## src/sv/turtle_path_interpreter_defines.svh

```systemverilog
// Assertion macros for the turtle path interpreter.
// Included by the RTL file that carries concurrent assertions; no dependencies.
`ifndef TURTLE_PATH_INTERPRETER_DEFINES_SVH
`define TURTLE_PATH_INTERPRETER_DEFINES_SVH

`ifndef SYNTHESIS
`define TPI_ASSERT(label, clk, rst_n, prop) \
    label: assert property (@(posedge clk) disable iff (!rst_n) prop) \
        else $error("%m: assertion failed");
`define TPI_ASSERT_ALWAYS(label, clk, prop) \
    label: assert property (@(posedge clk) prop) \
        else $error("%m: assertion failed");
`else
`define TPI_ASSERT(label, clk, rst_n, prop)
`define TPI_ASSERT_ALWAYS(label, clk, prop)
`endif

`endif

```

## src/sv/tpi_pkg.sv

```systemverilog
// Shared types, constants and the quarter-wave sine table of the turtle path interpreter.
// No dependencies.
package tpi_pkg;

    localparam int SINE_TABLE_BITS = 10;
    localparam int QTR_BITS        = SINE_TABLE_BITS - 2;
    localparam int SINE_DEPTH      = 1 << QTR_BITS;
    localparam int SINE_STEP_SHIFT = 16 - SINE_TABLE_BITS;
    localparam int PADDR_W         = 5;

    localparam logic [7:0] SYM_FWD   = 8'h66;
    localparam logic [7:0] SYM_PLUS  = 8'h2B;
    localparam logic [7:0] SYM_MINUS = 8'h2D;

    localparam logic signed [31:0] POS_MAX = 32'sh7FFF_FFFF;
    localparam logic signed [31:0] POS_MIN = 32'sh8000_0000;

    typedef enum logic [2:0] {
        REG_START_HEADING = 3'd0,
        REG_TURN_STEP     = 3'd1,
        REG_STEP_LENGTH   = 3'd2,
        REG_START_X       = 3'd3,
        REG_START_Y       = 3'd4
    } reg_idx_t;

    typedef struct packed {
        logic [15:0]        start_heading;
        logic [15:0]        turn_step;
        logic [30:0]        step_length;
        logic signed [31:0] start_x;
        logic signed [31:0] start_y;
    } cfg_t;

    localparam cfg_t CFG_RESET = '{
        start_heading: 16'd16384,
        turn_step:     16'd16384,
        step_length:   31'd65536,
        start_x:       32'sd0,
        start_y:       32'sd0
    };

    // sign and Q16 magnitude (0..65536) of a sine or cosine
    typedef struct packed {
        logic        neg;
        logic [16:0] mag;
    } trig_t;

    typedef logic [16:0] sine_tab_t [SINE_DEPTH];

    // Q30 odd polynomial, Horner, every product truncated; rounded to Q16
    function automatic logic [16:0] quarter_sine(input longint unsigned x);
        longint unsigned t;
        longint unsigned t2;
        longint unsigned p;
        longint unsigned r;
        t  = x << 16;
        t2 = (t * t) >> 30;
        p  = 64'd172272;
        p  = 64'd5026995    - ((p * t2) >> 30);
        p  = 64'd85569310   - ((p * t2) >> 30);
        p  = 64'd693598680  - ((p * t2) >> 30);
        p  = 64'd1686629713 - ((p * t2) >> 30);
        r  = (((p * t) >> 30) + 64'd8192) >> 14;
        if (r > 64'd65536)
        begin
            r = 64'd65536;
        end
        return r[16:0];
    endfunction

    function automatic sine_tab_t build_sine_tab();
        sine_tab_t tab;
        for (int k = 0; k < SINE_DEPTH; k++)
        begin
            tab[k] = quarter_sine(64'(k) << SINE_STEP_SHIFT);
        end
        return tab;
    endfunction

    localparam sine_tab_t   SINE_TAB  = build_sine_tab();
    localparam logic [16:0] SINE_PEAK = quarter_sine(64'd16384);

endpackage

```

## src/sv/tpi_if.sv

```systemverilog
// Handshake channels of the turtle path interpreter: symbol requests in, segments out.
// No dependencies.
interface tpi_sym_if;
    logic       valid;
    logic       ready;
    logic [7:0] symbol;
    logic       restart;

    modport source (output valid, output symbol, output restart, input ready);
    modport sink   (input valid, input symbol, input restart, output ready);
endinterface

interface tpi_seg_if;
    logic               valid;
    logic               ready;
    logic signed [31:0] seg_x0;
    logic signed [31:0] seg_y0;
    logic signed [31:0] seg_x1;
    logic signed [31:0] seg_y1;

    modport source (output valid, output seg_x0, output seg_y0, output seg_x1,
                    output seg_y1, input ready);
    modport sink   (input valid, input seg_x0, input seg_y0, input seg_x1,
                    input seg_y1, output ready);
endinterface

```

## src/sv/tpi_cfg_regs.sv

```systemverilog
// APB-style configuration register file of the turtle path interpreter.
// Depends on tpi_pkg.
module tpi_cfg_regs (
    input  logic                        clk,
    input  logic                        rst_n,
    input  logic                        psel,
    input  logic                        penable,
    input  logic                        pwrite,
    input  logic [tpi_pkg::PADDR_W-1:0] paddr,
    input  logic [31:0]                 pwdata,
    output logic [31:0]                 prdata,
    output logic                        pready,
    output tpi_pkg::cfg_t               cfg
);
    import tpi_pkg::*;

    cfg_t     cfg_reg;
    cfg_t     cfg_next;
    reg_idx_t idx;
    logic     wr_en;

    always_comb
    begin
        idx      = reg_idx_t'(paddr[PADDR_W-1:2]);
        wr_en    = psel && penable && pwrite;
        cfg_next = cfg_reg;
        prdata   = '0;
        case (idx)
            REG_START_HEADING:
            begin
                prdata = {16'd0, cfg_reg.start_heading};
                if (wr_en) cfg_next.start_heading = pwdata[15:0];
            end
            REG_TURN_STEP:
            begin
                prdata = {16'd0, cfg_reg.turn_step};
                if (wr_en) cfg_next.turn_step = pwdata[15:0];
            end
            REG_STEP_LENGTH:
            begin
                prdata = {1'b0, cfg_reg.step_length};
                if (wr_en) cfg_next.step_length = pwdata[30:0];
            end
            REG_START_X:
            begin
                prdata = cfg_reg.start_x;
                if (wr_en) cfg_next.start_x = pwdata;
            end
            REG_START_Y:
            begin
                prdata = cfg_reg.start_y;
                if (wr_en) cfg_next.start_y = pwdata;
            end
            default:
            begin
                prdata = '0;
            end
        endcase
    end

    always_ff @(posedge clk or negedge rst_n)
    begin
        if (!rst_n)
        begin
            cfg_reg <= CFG_RESET;
        end
        else
        begin
            cfg_reg <= cfg_next;
        end
    end

    assign pready = 1'b1;
    assign cfg    = cfg_reg;

endmodule

```

## src/sv/tpi_trig.sv

```systemverilog
// Cosine and sine of the quantized heading from the quarter-wave table.
// Depends on tpi_pkg.
module tpi_trig (
    input  logic [15:0]    heading,
    output tpi_pkg::trig_t cos_val,
    output tpi_pkg::trig_t sin_val
);
    import tpi_pkg::*;

    typedef logic [SINE_TABLE_BITS-1:0] phase_t;

    localparam phase_t QTR_TURN = phase_t'(SINE_DEPTH);

    function automatic trig_t fold(input phase_t p);
        logic [QTR_BITS-1:0] x;
        logic [QTR_BITS-1:0] idx;
        trig_t               r;
        x     = p[QTR_BITS-1:0];
        idx   = p[QTR_BITS] ? QTR_BITS'(0) - x : x;
        r.neg = p[SINE_TABLE_BITS-1];
        r.mag = (p[QTR_BITS] && x == '0) ? SINE_PEAK : SINE_TAB[idx];
        return r;
    endfunction

    phase_t ph;

    always_comb
    begin
        ph      = heading[15 -: SINE_TABLE_BITS];
        sin_val = fold(ph);
        cos_val = fold(ph + QTR_TURN);
    end

endmodule

```

## src/sv/tpi_move.sv

```systemverilog
// One axis of a forward step: length times trig value, rounded, saturating add.
// Depends on tpi_pkg.
module tpi_move (
    input  logic signed [31:0] pos,
    input  logic [30:0]        step_length,
    input  tpi_pkg::trig_t     trig,
    output logic signed [31:0] pos_new
);
    import tpi_pkg::*;

    logic [47:0] prod;
    logic [30:0] delta;
    logic [32:0] sum;

    always_comb
    begin
        prod  = 48'(step_length) * 48'(trig.mag) + 48'd32768;
        delta = prod[46:16];
        if (trig.neg)
        begin
            sum = {pos[31], pos} - {2'b00, delta};
        end
        else
        begin
            sum = {pos[31], pos} + {2'b00, delta};
        end
        if (sum[32] != sum[31])
        begin
            pos_new = sum[32] ? POS_MIN : POS_MAX;
        end
        else
        begin
            pos_new = sum[31:0];
        end
    end

endmodule

```

## src/sv/turtle_path_interpreter.sv

```systemverilog
// Turtle path interpreter: L-system symbols in, line segments out.
// Depends on tpi_pkg, tpi_if, tpi_cfg_regs, tpi_trig, tpi_move.
//
// Usage:
//   sym_in  : one request per symbol with a restart flag; restart reloads heading
//             and position from the start registers before the symbol is handled.
//   seg_out : one segment per 'f' symbol (start and end point, Q16.16).
//             '+' and '-' turn the heading; every other symbol is dropped silently.
//   APB     : five registers at 4-byte spacing, written with the block idle;
//             start values take effect at the next restart.
// Throughput: one symbol per cycle while seg_out takes segments. A request waits in the
//   input register; the heading update, table lookup, multiply and saturating add run
//   combinationally from it, and a segment is registered into the output register.
// Reset: turtle state and registers return to their reset values, both
//   pipeline registers are emptied.
// Stall: while a segment waits on seg_out, non-drawing symbols keep flowing;
//   an 'f' waits in the input register, and sym_in.ready drops only then.
`include "turtle_path_interpreter_defines.svh"

module turtle_path_interpreter (
    input  logic                        clk,
    input  logic                        rst_n,
    tpi_sym_if.sink                     sym_in,
    tpi_seg_if.source                   seg_out,
    input  logic                        psel,
    input  logic                        penable,
    input  logic                        pwrite,
    input  logic [tpi_pkg::PADDR_W-1:0] paddr,
    input  logic [31:0]                 pwdata,
    output logic [31:0]                 prdata,
    output logic                        pready
);
    import tpi_pkg::*;

    cfg_t cfg;

    logic               in_valid_reg;
    logic               in_valid_next;
    logic [7:0]         sym_reg;
    logic               restart_reg;

    logic [15:0]        heading_reg;
    logic [15:0]        heading_next;
    logic signed [31:0] pos_x_reg;
    logic signed [31:0] pos_x_next;
    logic signed [31:0] pos_y_reg;
    logic signed [31:0] pos_y_next;

    logic               out_valid_reg;
    logic               out_valid_next;
    logic signed [31:0] seg_x0_reg;
    logic signed [31:0] seg_y0_reg;
    logic signed [31:0] seg_x1_reg;
    logic signed [31:0] seg_y1_reg;

    logic [15:0]        cur_heading;
    logic signed [31:0] cur_x;
    logic signed [31:0] cur_y;
    logic signed [31:0] new_x;
    logic signed [31:0] new_y;
    trig_t              cos_val;
    trig_t              sin_val;
    logic               sym_is_f;
    logic               out_free;
    logic               advance;
    logic               in_take;

    tpi_cfg_regs u_cfg (
        .clk     (clk),
        .rst_n   (rst_n),
        .psel    (psel),
        .penable (penable),
        .pwrite  (pwrite),
        .paddr   (paddr),
        .pwdata  (pwdata),
        .prdata  (prdata),
        .pready  (pready),
        .cfg     (cfg)
    );

    tpi_trig u_trig (
        .heading (cur_heading),
        .cos_val (cos_val),
        .sin_val (sin_val)
    );

    tpi_move u_move_x (
        .pos         (cur_x),
        .step_length (cfg.step_length),
        .trig        (cos_val),
        .pos_new     (new_x)
    );

    tpi_move u_move_y (
        .pos         (cur_y),
        .step_length (cfg.step_length),
        .trig        (sin_val),
        .pos_new     (new_y)
    );

    always_comb
    begin
        sym_is_f     = (sym_reg == SYM_FWD);
        out_free     = !out_valid_reg || seg_out.ready;
        advance      = in_valid_reg && (!sym_is_f || out_free);
        sym_in.ready = !in_valid_reg || advance;
        in_take      = sym_in.valid && sym_in.ready;

        cur_heading  = restart_reg ? cfg.start_heading : heading_reg;
        cur_x        = restart_reg ? cfg.start_x : pos_x_reg;
        cur_y        = restart_reg ? cfg.start_y : pos_y_reg;

        case (sym_reg)
            SYM_PLUS:  heading_next = cur_heading + cfg.turn_step;
            SYM_MINUS: heading_next = cur_heading - cfg.turn_step;
            default:   heading_next = cur_heading;
        endcase
        pos_x_next = sym_is_f ? new_x : cur_x;
        pos_y_next = sym_is_f ? new_y : cur_y;

        in_valid_next  = in_take || (in_valid_reg && !advance);
        out_valid_next = (advance && sym_is_f) || (out_valid_reg && !seg_out.ready);
    end

    always_ff @(posedge clk or negedge rst_n)
    begin
        if (!rst_n)
        begin
            in_valid_reg  <= 1'b0;
            out_valid_reg <= 1'b0;
            heading_reg   <= CFG_RESET.start_heading;
            pos_x_reg     <= CFG_RESET.start_x;
            pos_y_reg     <= CFG_RESET.start_y;
        end
        else
        begin
            in_valid_reg  <= in_valid_next;
            out_valid_reg <= out_valid_next;
            if (advance)
            begin
                heading_reg <= heading_next;
                pos_x_reg   <= pos_x_next;
                pos_y_reg   <= pos_y_next;
            end
        end
    end

    always_ff @(posedge clk)
    begin
        if (in_take)
        begin
            sym_reg     <= sym_in.symbol;
            restart_reg <= sym_in.restart;
        end
        if (advance && sym_is_f)
        begin
            seg_x0_reg <= cur_x;
            seg_y0_reg <= cur_y;
            seg_x1_reg <= new_x;
            seg_y1_reg <= new_y;
        end
    end

    assign seg_out.valid  = out_valid_reg;
    assign seg_out.seg_x0 = seg_x0_reg;
    assign seg_out.seg_y0 = seg_y0_reg;
    assign seg_out.seg_x1 = seg_x1_reg;
    assign seg_out.seg_y1 = seg_y1_reg;

    // a pending segment is never overwritten
    `TPI_ASSERT(a_no_overwrite, clk, rst_n, out_valid_reg && !seg_out.ready |-> !(advance && sym_is_f))
    `TPI_ASSERT(a_seg_loaded, clk, rst_n, advance && sym_is_f |=> out_valid_reg)
    `TPI_ASSERT(a_state_hold, clk, rst_n, !advance |=> $stable(heading_reg) && $stable(pos_x_reg) && $stable(pos_y_reg))
    `TPI_ASSERT(a_pos_hold, clk, rst_n, advance && !sym_is_f && !restart_reg |=> $stable(pos_x_reg) && $stable(pos_y_reg))
    `TPI_ASSERT_ALWAYS(a_empty_ready, clk, !in_valid_reg |-> sym_in.ready)

endmodule

```

## src/flat_wrapper.sv

```systemverilog
// flat-port wrapper written by rule: the top's interface ports become plain ports
module turtle_path_interpreter_flat import tpi_pkg::*;
  (clk, rst_n, psel, penable, pwrite, paddr, pwdata, prdata, pready, sym_in_valid, sym_in_symbol, sym_in_restart, sym_in_ready, seg_out_valid, seg_out_seg_x0, seg_out_seg_y0, seg_out_seg_x1, seg_out_seg_y1, seg_out_ready);
  tpi_sym_if sym_in_i ();
  tpi_seg_if seg_out_i ();
  input  logic clk;
  input  logic rst_n;
  input  logic psel;
  input  logic penable;
  input  logic pwrite;
  input  logic [tpi_pkg::PADDR_W-1:0] paddr;
  input  logic [31:0] pwdata;
  output logic [31:0] prdata;
  output logic pready;
  input wire logic [$bits(sym_in_i.valid)-1:0] sym_in_valid;
  input wire logic [$bits(sym_in_i.symbol)-1:0] sym_in_symbol;
  input wire logic [$bits(sym_in_i.restart)-1:0] sym_in_restart;
  output wire logic [$bits(sym_in_i.ready)-1:0] sym_in_ready;
  output wire logic [$bits(seg_out_i.valid)-1:0] seg_out_valid;
  output wire logic [$bits(seg_out_i.seg_x0)-1:0] seg_out_seg_x0;
  output wire logic [$bits(seg_out_i.seg_y0)-1:0] seg_out_seg_y0;
  output wire logic [$bits(seg_out_i.seg_x1)-1:0] seg_out_seg_x1;
  output wire logic [$bits(seg_out_i.seg_y1)-1:0] seg_out_seg_y1;
  input wire logic [$bits(seg_out_i.ready)-1:0] seg_out_ready;
  assign sym_in_i.valid = sym_in_valid;
  assign sym_in_i.symbol = sym_in_symbol;
  assign sym_in_i.restart = sym_in_restart;
  assign sym_in_ready = sym_in_i.ready;
  assign seg_out_valid = seg_out_i.valid;
  assign seg_out_seg_x0 = seg_out_i.seg_x0;
  assign seg_out_seg_y0 = seg_out_i.seg_y0;
  assign seg_out_seg_x1 = seg_out_i.seg_x1;
  assign seg_out_seg_y1 = seg_out_i.seg_y1;
  assign seg_out_i.ready = seg_out_ready;
  turtle_path_interpreter u_core (.clk(clk), .rst_n(rst_n), .sym_in(sym_in_i), .seg_out(seg_out_i), .psel(psel), .penable(penable), .pwrite(pwrite), .paddr(paddr), .pwdata(pwdata), .prdata(prdata), .pready(pready));
endmodule
```

## config.mk

```make
export PLATFORM = sky130hd
export DESIGN_NAME = turtle_path_interpreter_flat
export DESIGN_NICKNAME = d
export VERILOG_FILES = /design/src/sv/tpi_pkg.sv /design/src/sv/tpi_if.sv /design/src/sv/tpi_cfg_regs.sv /design/src/sv/tpi_trig.sv /design/src/sv/tpi_move.sv /design/src/sv/turtle_path_interpreter.sv /design/src/flat_wrapper.sv
export VERILOG_INCLUDE_DIRS = /design/src /design/src/sv
export SDC_FILE = /design/constraint.sdc
export NUM_CORES = 2
export LEC_CHECK = 0
export ABC_AREA = 0
export CAP_MARGIN = 15
export CORE_ASPECT_RATIO = 0.5
export CORE_MARGIN = 2
export CORE_UTILIZATION = 50
export CTS_BUF_LIST = sky130_fd_sc_hd__clkbuf_8
export CTS_CLUSTER_SIZE = 20
export DETAILED_ROUTE_END_ITERATION = 7
export DONT_BUFFER_PORTS = 1
export MAX_ROUTING_LAYER = met4
export PLACE_DENSITY_LB_ADDON = 0.15
export REMOVE_ABC_BUFFERS = 1
export SYNTH_ARGS = -nofsm -noshare
export SYNTH_HDL_FRONTEND = slang
export SYNTH_HIERARCHICAL = 1
export SYNTH_SLANG_ARGS = --single-unit
```

## constraint.sdc

```tcl
create_clock -name clk -period 19.35 [get_ports clk]
set_clock_uncertainty 0.15 [all_clocks]
set_input_delay 0.9675 -clock clk [delete_from_list [all_inputs] [get_ports clk]]
set_output_delay 0.9675 -clock clk [all_outputs]
set_load 0.005 [all_outputs]
```

==> out/metrics.csv <==
metric,value,unit
result of the run,"complete, but fails checks",
violated checks,DRC,
share of synthesized flip-flops with an asynchronous set or reset,60.4,%
signal arrival time at the worst endpoint,17630,ps
share of layout cells above drive strength 1,8.22,%
number of flip-flops under the largest register name,127,
maximum buffer depth of the clock tree,3,
die outline area,133000,um^2
final cell count without fillers,9088,
WL/cell,24.2,um
hold buffer count at CTS,2,
source-to-sink clock delay at the later pin of the worst-skew pair,680,ps
class of the most critical setup path,flip-flop to flip-flop,
capture point of the worst reg-to-reg path,u_core/pos_x_reg[13],
sequential cell area,9350,um^2
mean instance size in the synthesized netlist,8.56,um^2
maximum number of pins on one net before global-route repair,209,
minimum clock period,17250,ps
worst hold path type,primary input to async pin,
standard-cell rows,93,
DRT antenna net count,0,
post-detailed-route via-to-cell ratio,6.20,
fin worst setup slack,2100,ps
crit share post-route,89.1,%
global-route wire length before repair,342000,um
kind of end point of the critical path,flip-flop,
initial core utilization,50.4,%
register bit count reported by yosys,346,
actual slew at the worst max-slew pin,1270,ps
routed wire length,220000,um
startpoint types,flip-flop,
global route total overflow,0,
Post-CTS Resized,0,
Filler cells,12356,
growth of design area from synthesis to finish,4.32,%
post-synth top area cell,sky130_fd_sc_hd__fa_1,
final routed DRC violation total,4,
count of TritonRoute iterations in the first routing pass,8,
final hold slack,195,ps
startpoint of the most critical register-to-register path,u_core/restart_reg,
placer's final routability congestion estimate,1.06,
Std-Cell Core Area,129000,um^2
sink count of the clock tree,346,
Max-cap violations,0,
initial antenna violation count,7,
vias in the first global route,55948,
highest clock frequency the design can meet,0.0580,GHz
summed instance area of the synthesized netlist,65000,um^2
hpwl dp,163000,um
number of distinct library cells after synthesis,126,
"slowest stage cell, crit path",sky130_fd_sc_hd__edfxtp_1,
clock edge transition at the registers on the reported setup and hold paths,70,ps
total CTS buffers,57,
Max-Slew Margin vs Limit,15.0,%
chip width,514,um
synth top area cells,"sky130_fd_sc_hd__fa_1 27%, sky130_fd_sc_hd__dfrtp_1 7.9%, sky130_fd_sc_hd__ha_1 7.6%",
Post-CTS Setup Repair Bufs,0,
area of the multi-input gates,49700,um^2
path depth of the worst reg2reg path,50,
Worst R2R Setup Slack,2100,ps
clock tree from TritonCTS,built,
number of vias after detailed routing,56330,
DRC violation total after the first TritonRoute iteration,6267,
portion of synthesized cell area occupied by the leading cell type,26.7,%
number of flops mapped to enable cells by yosys,137,
deepest level of the CTS H-tree,2,
final slew viol count,0,
crit-path max FO,37,
data required time at the worst endpoint,19740,ps
count of mapped cells out of synthesis,7600,
Hold Fails Final Rpt,0,
unrepaired setup endpoints after global routing,false,
buffer type at the clock tree root,sky130_fd_sc_hd__clkbuf_8,
prevailing post-synth register cell,sky130_fd_sc_hd__dfrtp_1,
Top-Level Pins,216,
floorplan die height,259,um
fraction of the yosys area taken by sequential cells,14.4,%
worst slack at placement,2670,ps
PortBufs,0,
post-layout net count,8644,
post-placement cell count,8975,
stage delay of the slowest cell on the critical path,860,ps
total routing resource utilization after global routing,34.1,%
Syn. warnings,6,
final setup violation count,0,
==> per-stage QoR <==
step	instance area [um^2]	TNS, ps	utilization, %
6_report	67800	0	52.6
5_1_grt	67800	0	52.6
4_1_cts	67800	0	52.6
3_5_place_dp	66500	0	51.5
3_3_place_gp	66400	0	51.5
2_1_floorplan	62800	-26530	-
==> metal layers <==
layer / GRT usage (%) / up-vias / wire length [um]
li1: - / 24820 / -
met1: 47.1 / 28209 / 95000
met2: 50.2 / 2815 / 95300
met3: 6.63 / 486 / 21700
met4: 11.2 / 0 / 8080
met5: - / - / 0
==> Yosys cell counts, types with 121 or more instances <==
master and number:
sky130_fd_sc_hd__nor3_1 121, sky130_fd_sc_hd__clkbuf_1 313, sky130_fd_sc_hd__nand2_1 1047, sky130_fd_sc_hd__inv_1 1091, sky130_fd_sc_hd__dfrtp_1 205, sky130_fd_sc_hd__nor2_1 300, sky130_fd_sc_hd__mux2_2 223, sky130_fd_sc_hd__edfxtp_1 137
sky130_fd_sc_hd__o21ai_0 339, sky130_fd_sc_hd__xnor2_1 126, sky130_fd_sc_hd__and2_1 444, sky130_fd_sc_hd__nand3_1 124, sky130_fd_sc_hd__ha_1 396, sky130_fd_sc_hd__a21oi_1 359, sky130_fd_sc_hd__fa_1 869
==> critical path: cells and delay by family, from the launching register on <==
kind | cells | cell delay, ps
AOI/OAI and AO/OA | 13 | 3960
xor gates and xnor gates | 4 | 1170
adders and majority gates | 10 | 4730
buffers and inverters | 8 | 1550
DFF | 1 | 860
muxes | 2 | 580
and+or+nand+nor | 13 | 4080
==> area by class of cell <==
class / count / area share, %
diodes: 4 / 0.0148
clock buffers: 76 / 1.54
clock inverters: 31 / 0.444
inverters: 1102 / 6.10
multi-input cells: 5666 / 73.2
flip-flops and latches: 346 / 13.8
well taps: 1710 / 3.15
repair buffers: 153 / 1.74
==> how the worst max path moves through the flow <==
stage	from	to	slack, ps
floorplan	u_core/restart_reg	u_core/pos_y_reg[10]	-350
global placement	u_core/restart_reg	u_core/pos_y_reg[28]	2740
detailed placement	u_core/restart_reg	u_core/pos_y_reg[28]	2670
CTS	u_core/restart_reg	u_core/pos_y_reg[28]	2610
global route	u_core/restart_reg	u_core/pos_x_reg[0]	1360
finish	u_core/restart_reg	u_core/pos_x_reg[13]	2100
==> cells by family (layout without fill, tap and decap cells) <==
group / count (synthesis) / in the layout / synth area share, %
XOR/XNOR: 203 / 203 / 2.81
AO/OA/AOI/OAI: 1465 / 1465 / 14.8
multiplexers: 324 / 324 / 5.46
other: 1 / 5 / 0.00577
buffers and inverters: 1588 / 1362 / 9.77
flip-flops: 346 / 346 / 14.4
adder cells (fa/ha/maj): 1327 / 1327 / 35.3
AND/OR/NAND/NOR: 2346 / 2346 / 17.4
==> layout by cell type (no fill, tap or decap), types with 28 or more instances in the layout <==
cell type | synthesis | routed
sky130_fd_sc_hd__inv_1 | 1091 | 1100
sky130_fd_sc_hd__nand2_1 | 1047 | 1047
sky130_fd_sc_hd__fa_1 | 869 | 869
sky130_fd_sc_hd__and2_1 | 444 | 444
sky130_fd_sc_hd__ha_1 | 396 | 396
sky130_fd_sc_hd__a21oi_1 | 359 | 355
sky130_fd_sc_hd__o21ai_0 | 339 | 339
sky130_fd_sc_hd__nor2_1 | 300 | 298
sky130_fd_sc_hd__mux2_2 | 223 | 223
sky130_fd_sc_hd__dfrtp_1 | 205 | 205
sky130_fd_sc_hd__buf_4 | 24 | 149
sky130_fd_sc_hd__edfxtp_1 | 137 | 137
sky130_fd_sc_hd__nand3_1 | 124 | 124
sky130_fd_sc_hd__xnor2_1 | 126 | 122
sky130_fd_sc_hd__nor3_1 | 121 | 119
sky130_fd_sc_hd__mux2i_1 | 95 | 95
sky130_fd_sc_hd__a31oi_1 | 84 | 83
sky130_fd_sc_hd__clkbuf_8 | 0 | 76
sky130_fd_sc_hd__xor2_1 | 74 | 68
sky130_fd_sc_hd__o211ai_1 | 63 | 63
sky130_fd_sc_hd__maj3_1 | 62 | 62
sky130_fd_sc_hd__a21o_1 | 57 | 57
sky130_fd_sc_hd__a211oi_1 | 56 | 53
sky130_fd_sc_hd__nand4_1 | 52 | 52
sky130_fd_sc_hd__a311oi_1 | 46 | 43
sky130_fd_sc_hd__and3_1 | 43 | 41
sky130_fd_sc_hd__o21a_1 | 35 | 35
sky130_fd_sc_hd__nand2b_1 | 31 | 31
sky130_fd_sc_hd__o21ai_1 | 31 | 31
sky130_fd_sc_hd__a22oi_1 | 28 | 28
Power is left out: the tool's default activity adds up to more than one toggle a clock period on the data nets, which glitch-free logic cannot reach.
